`src/design/lsc_pkg.sv`:
```
// lsc_pkg: shared types, codes and helpers for the link session client controller.
// No dependencies; imported by the interfaces, the step logic, the top level and the checker.
package lsc_pkg;

    // Field widths
    localparam int unsigned CMD_W    = 4;
    localparam int unsigned SEQ_W    = 16;
    localparam int unsigned TIME_W   = 32;
    localparam int unsigned RATE_W   = 16;
    localparam int unsigned ACT_W    = 3;
    localparam int unsigned RTT_W    = 31;
    localparam int unsigned STATE_W  = 3;
    localparam int unsigned SEC_W    = 8;
    localparam int unsigned CFG_IDX_W = 8;
    localparam int unsigned CFG_DAT_W = 32;

    // Event codes
    localparam logic [CMD_W-1:0] CMD_TICK      = 4'd0;
    localparam logic [CMD_W-1:0] CMD_REQUEST   = 4'd1;
    localparam logic [CMD_W-1:0] CMD_AUTH      = 4'd2;
    localparam logic [CMD_W-1:0] CMD_ACK       = 4'd3;
    localparam logic [CMD_W-1:0] CMD_REJECT    = 4'd4;
    localparam logic [CMD_W-1:0] CMD_REDIRECT  = 4'd5;
    localparam logic [CMD_W-1:0] CMD_TDM       = 4'd6;
    localparam logic [CMD_W-1:0] CMD_ECHO_REQ  = 4'd7;
    localparam logic [CMD_W-1:0] CMD_ECHO_RESP = 4'd8;
    localparam logic [CMD_W-1:0] CMD_ERROR     = 4'd9;

    // Action codes
    localparam logic [ACT_W-1:0] ACT_NONE      = 3'd0;
    localparam logic [ACT_W-1:0] ACT_SVC_REQ   = 3'd1;
    localparam logic [ACT_W-1:0] ACT_ECHO_REQ  = 3'd2;
    localparam logic [ACT_W-1:0] ACT_ECHO_RESP = 3'd3;
    localparam logic [ACT_W-1:0] ACT_RTT       = 3'd4;
    localparam logic [ACT_W-1:0] ACT_TDM       = 3'd5;
    localparam logic [ACT_W-1:0] ACT_START     = 3'd6;

    // Session states
    localparam logic [STATE_W-1:0] ST_INIT       = 3'd0;
    localparam logic [STATE_W-1:0] ST_SENT       = 3'd1;
    localparam logic [STATE_W-1:0] ST_ACCEPTED   = 3'd2;
    localparam logic [STATE_W-1:0] ST_REJECTED   = 3'd3;
    localparam logic [STATE_W-1:0] ST_REDIRECTED = 3'd4;
    localparam logic [STATE_W-1:0] ST_WAIT       = 3'd5;

    // Configuration register indexes
    localparam logic [CFG_IDX_W-1:0] REG_SERVICE_CODE    = 8'd0;
    localparam logic [CFG_IDX_W-1:0] REG_CAPABILITY_MASK = 8'd1;
    localparam logic [CFG_IDX_W-1:0] REG_RATE_THRESHOLD  = 8'd2;
    localparam logic [CFG_IDX_W-1:0] REG_RETRANSMIT      = 8'd3;
    localparam logic [CFG_IDX_W-1:0] REG_ALIVE_PERIOD    = 8'd4;
    localparam logic [CFG_IDX_W-1:0] REG_ECHO_PERIOD     = 8'd5;
    localparam logic [CFG_IDX_W-1:0] REG_RECONNECT       = 8'd6;
    localparam logic [CFG_IDX_W-1:0] REG_DEAD            = 8'd7;

    // Configuration reset values
    localparam logic [SEC_W-1:0] RETRANSMIT_RST = 8'd10;
    localparam logic [SEC_W-1:0] ALIVE_RST      = 8'd3;
    localparam logic [SEC_W-1:0] ECHO_RST       = 8'd10;
    localparam logic [SEC_W-1:0] RECONNECT_RST  = 8'd10;
    localparam logic [SEC_W-1:0] DEAD_RST       = 8'd3;

    localparam logic [RTT_W-1:0] RTT_MAX = '1;

    typedef struct packed {
        logic [CMD_W-1:0]  command;
        logic [SEQ_W-1:0]  seq_nr;
        logic [TIME_W-1:0] now_us;
        logic [RATE_W-1:0] underrun_rate;
        logic [RATE_W-1:0] overflow_rate;
    } t_item;

    typedef struct packed {
        logic [ACT_W-1:0]   action;
        logic [SEQ_W-1:0]   out_seq;
        logic [RTT_W-1:0]   rtt_us;
        logic [STATE_W-1:0] session_state;
        logic               tdm_enabled;
        logic               last;
    } t_result;

    typedef struct packed {
        logic [CFG_DAT_W-1:0] service_code;
        logic [CFG_DAT_W-1:0] capability_mask;
        logic [RATE_W-1:0]    rate_threshold;
        logic [SEC_W-1:0]     retransmit;
        logic [SEC_W-1:0]     alive_period;
        logic [SEC_W-1:0]     echo_period;
        logic [SEC_W-1:0]     reconnect;
        logic [SEC_W-1:0]     dead;
    } t_cfg;

    typedef struct packed {
        logic [STATE_W-1:0] fsm;
        logic [SEC_W-1:0]   state_timer;
        logic               timer_run;
        logic [SEC_W-1:0]   alive_timer;
        logic [SEC_W-1:0]   echo_timer;
        logic [SEC_W-1:0]   tdm_age;
        logic [SEQ_W-1:0]   echo_seq;
        logic [TIME_W-1:0]  echo_sent;
    } t_state;

    // A period of zero counts as one second
    function automatic logic [SEC_W-1:0] load_period(input logic [SEC_W-1:0] v);
        return (v == '0) ? {{(SEC_W-1){1'b0}}, 1'b1} : v;
    endfunction

endpackage

```
`src/design/lsc_evt_if.sv`:
```
// lsc_evt_if: event input channel (valid/ready plus event payload).
// Depends on lsc_pkg for field widths.
interface lsc_evt_if;
    import lsc_pkg::*;

    logic                valid;
    logic                ready;
    logic [CMD_W-1:0]    command;
    logic [SEQ_W-1:0]    seq_nr;
    logic [TIME_W-1:0]   now_us;
    logic [RATE_W-1:0]   underrun_rate;
    logic [RATE_W-1:0]   overflow_rate;

    modport source (output valid, command, seq_nr, now_us, underrun_rate, overflow_rate,
                    input ready);
    modport sink   (input valid, command, seq_nr, now_us, underrun_rate, overflow_rate,
                    output ready);
endinterface

```
`src/design/lsc_res_if.sv`:
```
// lsc_res_if: result output channel (valid/ready plus action payload).
// Depends on lsc_pkg for field widths.
interface lsc_res_if;
    import lsc_pkg::*;

    logic                valid;
    logic                ready;
    logic [ACT_W-1:0]    action;
    logic [SEQ_W-1:0]    out_seq;
    logic [RTT_W-1:0]    rtt_us;
    logic [STATE_W-1:0]  session_state;
    logic                tdm_enabled;
    logic                last;

    modport source (output valid, action, out_seq, rtt_us, session_state, tdm_enabled, last,
                    input ready);
    modport sink   (input valid, action, out_seq, rtt_us, session_state, tdm_enabled, last,
                    output ready);
endinterface

```
`src/design/lsc_cfg_if.sv`:
```
// lsc_cfg_if: configuration write channel (valid/ready, register index, write data).
// Depends on lsc_pkg for field widths.
interface lsc_cfg_if;
    import lsc_pkg::*;

    logic                  valid;
    logic                  ready;
    logic [CFG_IDX_W-1:0]  index;
    logic [CFG_DAT_W-1:0]  data;

    modport source (output valid, index, data, input ready);
    modport sink   (input valid, index, data, output ready);
endinterface

```
`src/design/link_session_client_fsm.sv`:
```
// link_session_client_fsm: client session controller for a circuit-over-IP link.
// Depends on lsc_pkg, lsc_evt_if, lsc_res_if, lsc_cfg_if and lsc_step.
//
//  channel  | dir | payload                                                 | handshake
//  ---------+-----+---------------------------------------------------------+-----------
//  i_evt    | in  | command, seq_nr, now_us, underrun_rate, overflow_rate   | valid/ready
//  o_res    | out | action, out_seq, rtt_us, session_state, tdm_enabled,    | valid/ready
//           |     | last                                                    |
//  i_cfg    | in  | index, data                                             | valid/ready
//
// Every event yields exactly one result (last always set), offered on o_res once it has
// passed through the input register and then the output register.
// One event per cycle sustained while o_res is ready: an input register feeds the step
// logic, whose result and next state are captured in the output register and the session
// registers together. Reset is synchronous; it clears session state and loads the
// register defaults. A stalled output holds both stages; the input takes a new transfer
// as soon as its register moves on. Configuration writes are always accepted.
module link_session_client_fsm (
    input  logic        i_clk,
    input  logic        i_rst_n,
    lsc_evt_if.sink     i_evt,
    lsc_res_if.source   o_res,
    lsc_cfg_if.sink     i_cfg
);
    import lsc_pkg::*;

    t_item   r_item;
    logic    r_item_valid;
    t_result r_out;
    logic    r_out_valid;
    t_state  r_state;
    t_state  n_state;
    t_result n_out;
    t_cfg    r_cfg;
    logic    advance;
    logic    evt_xfer;

    assign advance     = !r_out_valid || o_res.ready;
    assign i_evt.ready = !r_item_valid || advance;
    assign evt_xfer    = i_evt.valid && i_evt.ready;
    assign i_cfg.ready = 1'b1;

    // Input register
    always_ff @(posedge i_clk) begin
        if (!i_rst_n) begin
            r_item_valid <= 1'b0;
        end else if (i_evt.ready) begin
            r_item_valid <= i_evt.valid;
        end
        if (evt_xfer) begin
            r_item.command       <= i_evt.command;
            r_item.seq_nr        <= i_evt.seq_nr;
            r_item.now_us        <= i_evt.now_us;
            r_item.underrun_rate <= i_evt.underrun_rate;
            r_item.overflow_rate <= i_evt.overflow_rate;
        end
    end

    lsc_step u_step (
        .i_state  (r_state),
        .i_cfg    (r_cfg),
        .i_item   (r_item),
        .o_state  (n_state),
        .o_result (n_out)
    );

    // Session state and output register
    always_ff @(posedge i_clk) begin
        if (!i_rst_n) begin
            r_out_valid <= 1'b0;
            r_state     <= '0;
        end else if (advance) begin
            r_out_valid <= r_item_valid;
            if (r_item_valid) begin
                r_state <= n_state;
            end
        end
        if (advance && r_item_valid) begin
            r_out <= n_out;
        end
    end

    // Configuration registers
    always_ff @(posedge i_clk) begin
        if (!i_rst_n) begin
            r_cfg.service_code    <= '0;
            r_cfg.capability_mask <= '0;
            r_cfg.rate_threshold  <= '0;
            r_cfg.retransmit      <= RETRANSMIT_RST;
            r_cfg.alive_period    <= ALIVE_RST;
            r_cfg.echo_period     <= ECHO_RST;
            r_cfg.reconnect       <= RECONNECT_RST;
            r_cfg.dead            <= DEAD_RST;
        end else if (i_cfg.valid) begin
            case (i_cfg.index)
                REG_SERVICE_CODE:    r_cfg.service_code    <= i_cfg.data;
                REG_CAPABILITY_MASK: r_cfg.capability_mask <= i_cfg.data;
                REG_RATE_THRESHOLD:  r_cfg.rate_threshold  <= i_cfg.data[RATE_W-1:0];
                REG_RETRANSMIT:      r_cfg.retransmit      <= i_cfg.data[SEC_W-1:0];
                REG_ALIVE_PERIOD:    r_cfg.alive_period    <= i_cfg.data[SEC_W-1:0];
                REG_ECHO_PERIOD:     r_cfg.echo_period     <= i_cfg.data[SEC_W-1:0];
                REG_RECONNECT:       r_cfg.reconnect       <= i_cfg.data[SEC_W-1:0];
                REG_DEAD:            r_cfg.dead            <= i_cfg.data[SEC_W-1:0];
                default: begin
                    // writes beyond the register list are dropped
                end
            endcase
        end
    end

    assign o_res.valid         = r_out_valid;
    assign o_res.action        = r_out.action;
    assign o_res.out_seq       = r_out.out_seq;
    assign o_res.rtt_us        = r_out.rtt_us;
    assign o_res.session_state = r_out.session_state;
    assign o_res.tdm_enabled   = r_out.tdm_enabled;
    assign o_res.last          = r_out.last;

endmodule

```
`src/design/lsc_step.sv`:
```
// lsc_step: next-state and result logic for one event of the session controller.
// Purely combinational; depends on lsc_pkg.
module lsc_step (
    input  lsc_pkg::t_state  i_state,
    input  lsc_pkg::t_cfg    i_cfg,
    input  lsc_pkg::t_item   i_item,
    output lsc_pkg::t_state  o_state,
    output lsc_pkg::t_result o_result
);
    import lsc_pkg::*;

    t_state              s;
    logic [ACT_W-1:0]    act;
    logic [SEQ_W-1:0]    seq;
    logic [TIME_W-1:0]   diff;
    logic                halt;

    // Round trip time, modulo 2^32 and saturated
    assign diff = i_item.now_us - i_state.echo_sent;

    always_comb begin
        s    = i_state;
        act  = ACT_NONE;
        seq  = '0;
        halt = 1'b0;
        case (i_item.command)
            CMD_TICK: begin
                // TDM age, saturating
                if (s.tdm_age != '1) begin
                    s.tdm_age = s.tdm_age + 8'd1;
                end
                // state timer: retransmit or reconnect
                if (s.timer_run) begin
                    if (s.state_timer <= 8'd1) begin
                        s.state_timer = '0;
                        s.timer_run   = 1'b0;
                        if (s.fsm inside {ST_SENT, ST_WAIT}) begin
                            s.fsm         = ST_SENT;
                            s.state_timer = load_period(i_cfg.retransmit);
                            s.timer_run   = 1'b1;
                            act           = ACT_SVC_REQ;
                        end
                    end else begin
                        s.state_timer = s.state_timer - 8'd1;
                    end
                end
                if (s.fsm == ST_ACCEPTED) begin
                    // liveness and rate checks
                    if (s.alive_timer <= 8'd1) begin
                        s.alive_timer = '0;
                        if (s.tdm_age > i_cfg.dead) begin
                            s.fsm         = ST_SENT;
                            s.state_timer = load_period(i_cfg.retransmit);
                            s.timer_run   = 1'b1;
                            act           = ACT_SVC_REQ;
                            halt          = 1'b1;
                        end else if (i_item.underrun_rate > i_cfg.rate_threshold ||
                                     i_item.overflow_rate > i_cfg.rate_threshold) begin
                            s.fsm         = ST_WAIT;
                            s.state_timer = load_period(i_cfg.reconnect);
                            s.timer_run   = 1'b1;
                            halt          = 1'b1;
                        end else begin
                            s.alive_timer = load_period(i_cfg.alive_period);
                        end
                    end else begin
                        s.alive_timer = s.alive_timer - 8'd1;
                    end
                    // echo request
                    if (!halt) begin
                        if (s.echo_timer <= 8'd1) begin
                            s.echo_seq   = s.echo_seq + 16'd1;
                            s.echo_sent  = i_item.now_us;
                            s.echo_timer = load_period(i_cfg.echo_period);
                            act          = ACT_ECHO_REQ;
                            seq          = s.echo_seq;
                        end else begin
                            s.echo_timer = s.echo_timer - 8'd1;
                        end
                    end
                end
            end
            CMD_REQUEST: begin
                if (s.fsm == ST_INIT) begin
                    s.fsm         = ST_SENT;
                    s.state_timer = load_period(i_cfg.retransmit);
                    s.timer_run   = 1'b1;
                    act           = ACT_SVC_REQ;
                end
            end
            CMD_ACK: begin
                if (s.fsm == ST_SENT) begin
                    s.fsm         = ST_ACCEPTED;
                    s.state_timer = '0;
                    s.timer_run   = 1'b0;
                    s.tdm_age     = '0;
                    s.alive_timer = load_period(i_cfg.alive_period);
                    s.echo_timer  = load_period(i_cfg.echo_period);
                    act           = ACT_START;
                end
            end
            CMD_REJECT: begin
                if (s.fsm == ST_SENT) begin
                    s.fsm         = ST_REJECTED;
                    s.state_timer = '0;
                    s.timer_run   = 1'b0;
                end
            end
            CMD_REDIRECT: begin
                if (s.fsm == ST_SENT) begin
                    s.fsm         = ST_REDIRECTED;
                    s.state_timer = '0;
                    s.timer_run   = 1'b0;
                end
            end
            CMD_TDM: begin
                if (s.fsm == ST_ACCEPTED) begin
                    s.tdm_age = '0;
                    act       = ACT_TDM;
                end
            end
            CMD_ECHO_REQ: begin
                act = ACT_ECHO_RESP;
                seq = i_item.seq_nr;
            end
            CMD_ECHO_RESP: begin
                if (i_item.seq_nr == s.echo_seq) begin
                    act = ACT_RTT;
                end
            end
            default: begin
                // auth, error and unknown codes: no action
            end
        endcase
    end

    assign o_state                = s;
    assign o_result.action        = act;
    assign o_result.out_seq       = seq;
    assign o_result.rtt_us        = (act != ACT_RTT) ? '0 :
                                    (diff[TIME_W-1] ? RTT_MAX : diff[RTT_W-1:0]);
    assign o_result.session_state = s.fsm;
    assign o_result.tdm_enabled   = (s.fsm == ST_ACCEPTED);
    assign o_result.last          = 1'b1;

endmodule

```
`src/flat_wrapper.sv`:
```
// flat-port wrapper written by rule: the top's interface ports become plain ports
module link_session_client_fsm_flat import lsc_pkg::*;
  (i_clk, i_rst_n, i_evt_valid, i_evt_command, i_evt_seq_nr, i_evt_now_us, i_evt_underrun_rate, i_evt_overflow_rate, i_evt_ready, o_res_valid, o_res_action, o_res_out_seq, o_res_rtt_us, o_res_session_state, o_res_tdm_enabled, o_res_last, o_res_ready, i_cfg_valid, i_cfg_index, i_cfg_data, i_cfg_ready);
  lsc_evt_if i_evt_i ();
  lsc_res_if o_res_i ();
  lsc_cfg_if i_cfg_i ();
  input  logic i_clk;
  input  logic i_rst_n;
  input wire logic [$bits(i_evt_i.valid)-1:0] i_evt_valid;
  input wire logic [$bits(i_evt_i.command)-1:0] i_evt_command;
  input wire logic [$bits(i_evt_i.seq_nr)-1:0] i_evt_seq_nr;
  input wire logic [$bits(i_evt_i.now_us)-1:0] i_evt_now_us;
  input wire logic [$bits(i_evt_i.underrun_rate)-1:0] i_evt_underrun_rate;
  input wire logic [$bits(i_evt_i.overflow_rate)-1:0] i_evt_overflow_rate;
  output wire logic [$bits(i_evt_i.ready)-1:0] i_evt_ready;
  output wire logic [$bits(o_res_i.valid)-1:0] o_res_valid;
  output wire logic [$bits(o_res_i.action)-1:0] o_res_action;
  output wire logic [$bits(o_res_i.out_seq)-1:0] o_res_out_seq;
  output wire logic [$bits(o_res_i.rtt_us)-1:0] o_res_rtt_us;
  output wire logic [$bits(o_res_i.session_state)-1:0] o_res_session_state;
  output wire logic [$bits(o_res_i.tdm_enabled)-1:0] o_res_tdm_enabled;
  output wire logic [$bits(o_res_i.last)-1:0] o_res_last;
  input wire logic [$bits(o_res_i.ready)-1:0] o_res_ready;
  input wire logic [$bits(i_cfg_i.valid)-1:0] i_cfg_valid;
  input wire logic [$bits(i_cfg_i.index)-1:0] i_cfg_index;
  input wire logic [$bits(i_cfg_i.data)-1:0] i_cfg_data;
  output wire logic [$bits(i_cfg_i.ready)-1:0] i_cfg_ready;
  assign i_evt_i.valid = i_evt_valid;
  assign i_evt_i.command = i_evt_command;
  assign i_evt_i.seq_nr = i_evt_seq_nr;
  assign i_evt_i.now_us = i_evt_now_us;
  assign i_evt_i.underrun_rate = i_evt_underrun_rate;
  assign i_evt_i.overflow_rate = i_evt_overflow_rate;
  assign i_evt_ready = i_evt_i.ready;
  assign o_res_valid = o_res_i.valid;
  assign o_res_action = o_res_i.action;
  assign o_res_out_seq = o_res_i.out_seq;
  assign o_res_rtt_us = o_res_i.rtt_us;
  assign o_res_session_state = o_res_i.session_state;
  assign o_res_tdm_enabled = o_res_i.tdm_enabled;
  assign o_res_last = o_res_i.last;
  assign o_res_i.ready = o_res_ready;
  assign i_cfg_i.valid = i_cfg_valid;
  assign i_cfg_i.index = i_cfg_index;
  assign i_cfg_i.data = i_cfg_data;
  assign i_cfg_ready = i_cfg_i.ready;
  link_session_client_fsm u_core (.i_clk(i_clk), .i_rst_n(i_rst_n), .i_evt(i_evt_i), .o_res(o_res_i), .i_cfg(i_cfg_i));
endmodule
```
`config.mk`:
```
export PLATFORM = sky130hd
export DESIGN_NAME = link_session_client_fsm_flat
export DESIGN_NICKNAME = d
export VERILOG_FILES = /design/src/design/lsc_pkg.sv /design/src/design/lsc_evt_if.sv /design/src/design/lsc_res_if.sv /design/src/design/lsc_cfg_if.sv /design/src/design/link_session_client_fsm.sv /design/src/design/lsc_step.sv /design/src/flat_wrapper.sv
export SDC_FILE = /design/constraint.sdc
export NUM_CORES = 1
export LEC_CHECK = 0
export BUFFER_PORTS_ARGS = -buffer_cell sky130_fd_sc_hd__buf_2
export CORE_UTILIZATION = 40
export DETAILED_ROUTE_END_ITERATION = 16
export GPL_TIMING_DRIVEN = 1
export MAX_ROUTING_LAYER = met4
export PLACE_DENSITY_LB_ADDON = 0.08
export SLEW_MARGIN = 40
export SYNTH_ARGS = -nofsm -noshare
export SYNTH_HDL_FRONTEND = slang
export SYNTH_HIERARCHICAL = 1
export SYNTH_SLANG_ARGS = --single-unit
export TNS_END_PERCENT = 30
```
`constraint.sdc`:
```
create_clock -name i_clk -period 7.9 [get_ports i_clk]
set_clock_uncertainty 0.05 [all_clocks]
set_input_delay 0.395 -clock i_clk [delete_from_list [all_inputs] [get_ports i_clk]]
set_output_delay 0.395 -clock i_clk [all_outputs]
set_load 0.02 [all_outputs]
```
==> metrics.txt <==
outcome=completed; largest net degree at the start of global routing=87; H-tree level count=2; Non-Filler Instances=2,424; setup violators final=0; total routed wirelength=42.5 mm; CP Cell Sequence=ha_1 > nand2_1 > nor2_1 > nand2_1 > mux2_2 > ha_1 > nor2b_1 > o21ai_0 > a21oi_1 > o21bai_1 > a22oi_1 > buf_4 > o31ai_4 > and3_2 > buf_4 > mux2_1 > nand3_1 > a21oi_1; routed length per instance=17.5 µm; Post-Syn Area=15,600 µm²; Setup crit end kind=flip-flop; number of global-route vias before repair=13,000; Post-Syn Area per Cell=9.20 µm²; Worst VDD drop=roughly 0.13 mV; Final Hold Vio Count=0; Final HPWL DP=26.9 mm; clock slew at reported path FFs=60 ps; final antenna diode count=0; Setup TNS=0 ps; worst hold path type=in2reg; clk_lat worst skew=~550 ps; period utilization=59.5%; CTS tree=yes; Chip Width=199 µm; Starting Density=41.0%; crit path DAT=between 5000 and 6000 ps; Yosys warnings=6; total power=approximately 3.6 mW; Synthesized Nets=1,900; critical path class=reg2reg; TritonCTS Buffers=36; Critical R2R Launch=u_core/r_state[48]; I/O Buffers=about 170; Pwr Density=191 nW/µm²; Iteration-0 DRC Markers=~850; Slew HR=44.0%; reg2reg setup slack=3200 ps; share of layout cells above drive strength 1=14.6%; worst-case clock buffer depth=3; WP data required=about 8300 ps; top achievable clock speed=approximately 210 MHz; DRC errors left=0; Syn Inst Count=1,690; GRT Overall Usage=22.2%; Setup crit start kind=flip-flop; crit path max fanout=74; post-route antenna net violation count=0; final estimated routing congestion in global placement=0.931; CP max stage cell=buf_4; Slew Limit Fails=0; grt ovf=0; clk sinks=281; placed cells=2,273; die height=roughly 200 µm; total die area=about 40,000 µm²; design area=18,800 µm²; placed cell areas=16,700 µm²; first-pass GRT wire length=67.8 mm; fin nets=2,095; initial antenna violation count=0; FP Rows=71; CTS Root Cell=clkbuf_16; worst slew pin tran=a little over 800 ps; Via density=5.45; Pleak=approximately 7.2 nW; CP max stage delay=580 ps; Area Overhead vs Synth=20.7%; # IOs=187; crit path from=u_core/r_state[48]; core area=37,900 µm²; DR vias=13,200; hold path startpoint=i_cfg_data[9]; crit path time final=4700 ps; Pre-antenna DRT Iters=5; max_cap viols=0; RSZ-0062 raised after global routing=false
state kept, by name (all words and copies together), names as in the netlist:
register                    count
u_core/o_res.session_state      3
u_core/r_item_valid             1
u_core/o_res.last               1
u_core/o_res.valid              1
u_core/r_state                 84
u_core/o_res.out_seq           16
u_core/o_res.tdm_enabled        1
u_core/r_item                  84
u_core/r_cfg                   56
u_core/o_res.rtt_us            31
u_core/o_res.action             3
area by class of cell:
type                    count  area (µm²)
fillers                  3592       19200
clock inverters            15         164
flip-flops and latches    281        7020
repair buffers            270        1840
inverters                  72         272
multi-input cells        1224        7790
clock buffers              51        1060
well taps                 511         639
critical path: cells and delay by family, from the launching register on:
| kind | cells | cell delay (ps) |
|---|---|---|
| AND/OR/NAND/NOR | 6 | 950 |
| buffers and inverters | 2 | 800 |
| adder cells (fa/ha/maj) | 2 | 510 |
| flip-flops | 1 | 420 |
| AO/OA/AOI/OAI | 6 | 1040 |
| multiplexers | 2 | 730 |
repair_timing:
action,in CTS,in global routing
gates resized for setup,0,0
setup buffers,0,0
hold endpoints to repair,84,0
hold buffers,84,0
layer usage:
metal | track usage (%) | share of wire (%) | routed length (µm)
met1 | 29.4 | 48 | 20300
met2 | 35.1 | 45 | 19000
met3 | 2.85 | 4.9 | 2090
met4 | 7.49 | 2.5 | 1080
met5 | - | 0 | 0
cell usage in the layout (no fill, tap or decap), types with 12 or more instances in the layout:
cell type / n
ha_1: 80
o21ai_0: 173
xor2_1: 25
nand3_1: 107
xnor2_1: 54
a21oi_1: 179
nand4_1: 14
nor2b_1: 13
nor3_1: 25
buf_2: 169
and3_1: 16
nand2_1: 182
clkbuf_16: 38
o211ai_1: 13
o21ai_1: 12
dlygate4sd3_1: 84
inv_1: 69
a22oi_1: 16
dfxtp_1: 141
nor2_1: 70
edfxtp_1: 139
mux2i_1: 56
a21o_1: 22
power by group:
group	switching [mW]	leakage, nW	internal [mW]
registers	0.0222	2.53	1.57
logic	0.182	4.09	0.120
clock network	0.656	0.598	1.04
worst paths after layout:
check                        to  depth (start not counted)
min            u_core/r_cfg[49]                          3
min reg2reg    u_core/r_cfg[42]                          2
max reg2reg  u_core/r_state[31]                         18
max          u_core/r_state[31]                         18
stage by stage:
| step | hold WS (ps) | utilization (%) | setup WS [ps] |
|---|---|---|---|
| 5_1_grt | 32.3 | 49.5 | 2670 |
| 3_5_place_dp | 402 | 44.0 | 3270 |
| 6_report | 33.1 | 49.5 | 3200 |
| 3_3_place_gp | 397 | 44.0 | 3320 |
| 2_1_floorplan | 384 | - | 4180 |
| 4_1_cts | 6.75 | 49.5 | 3250 |
Power figures use the tool's default switching activity.
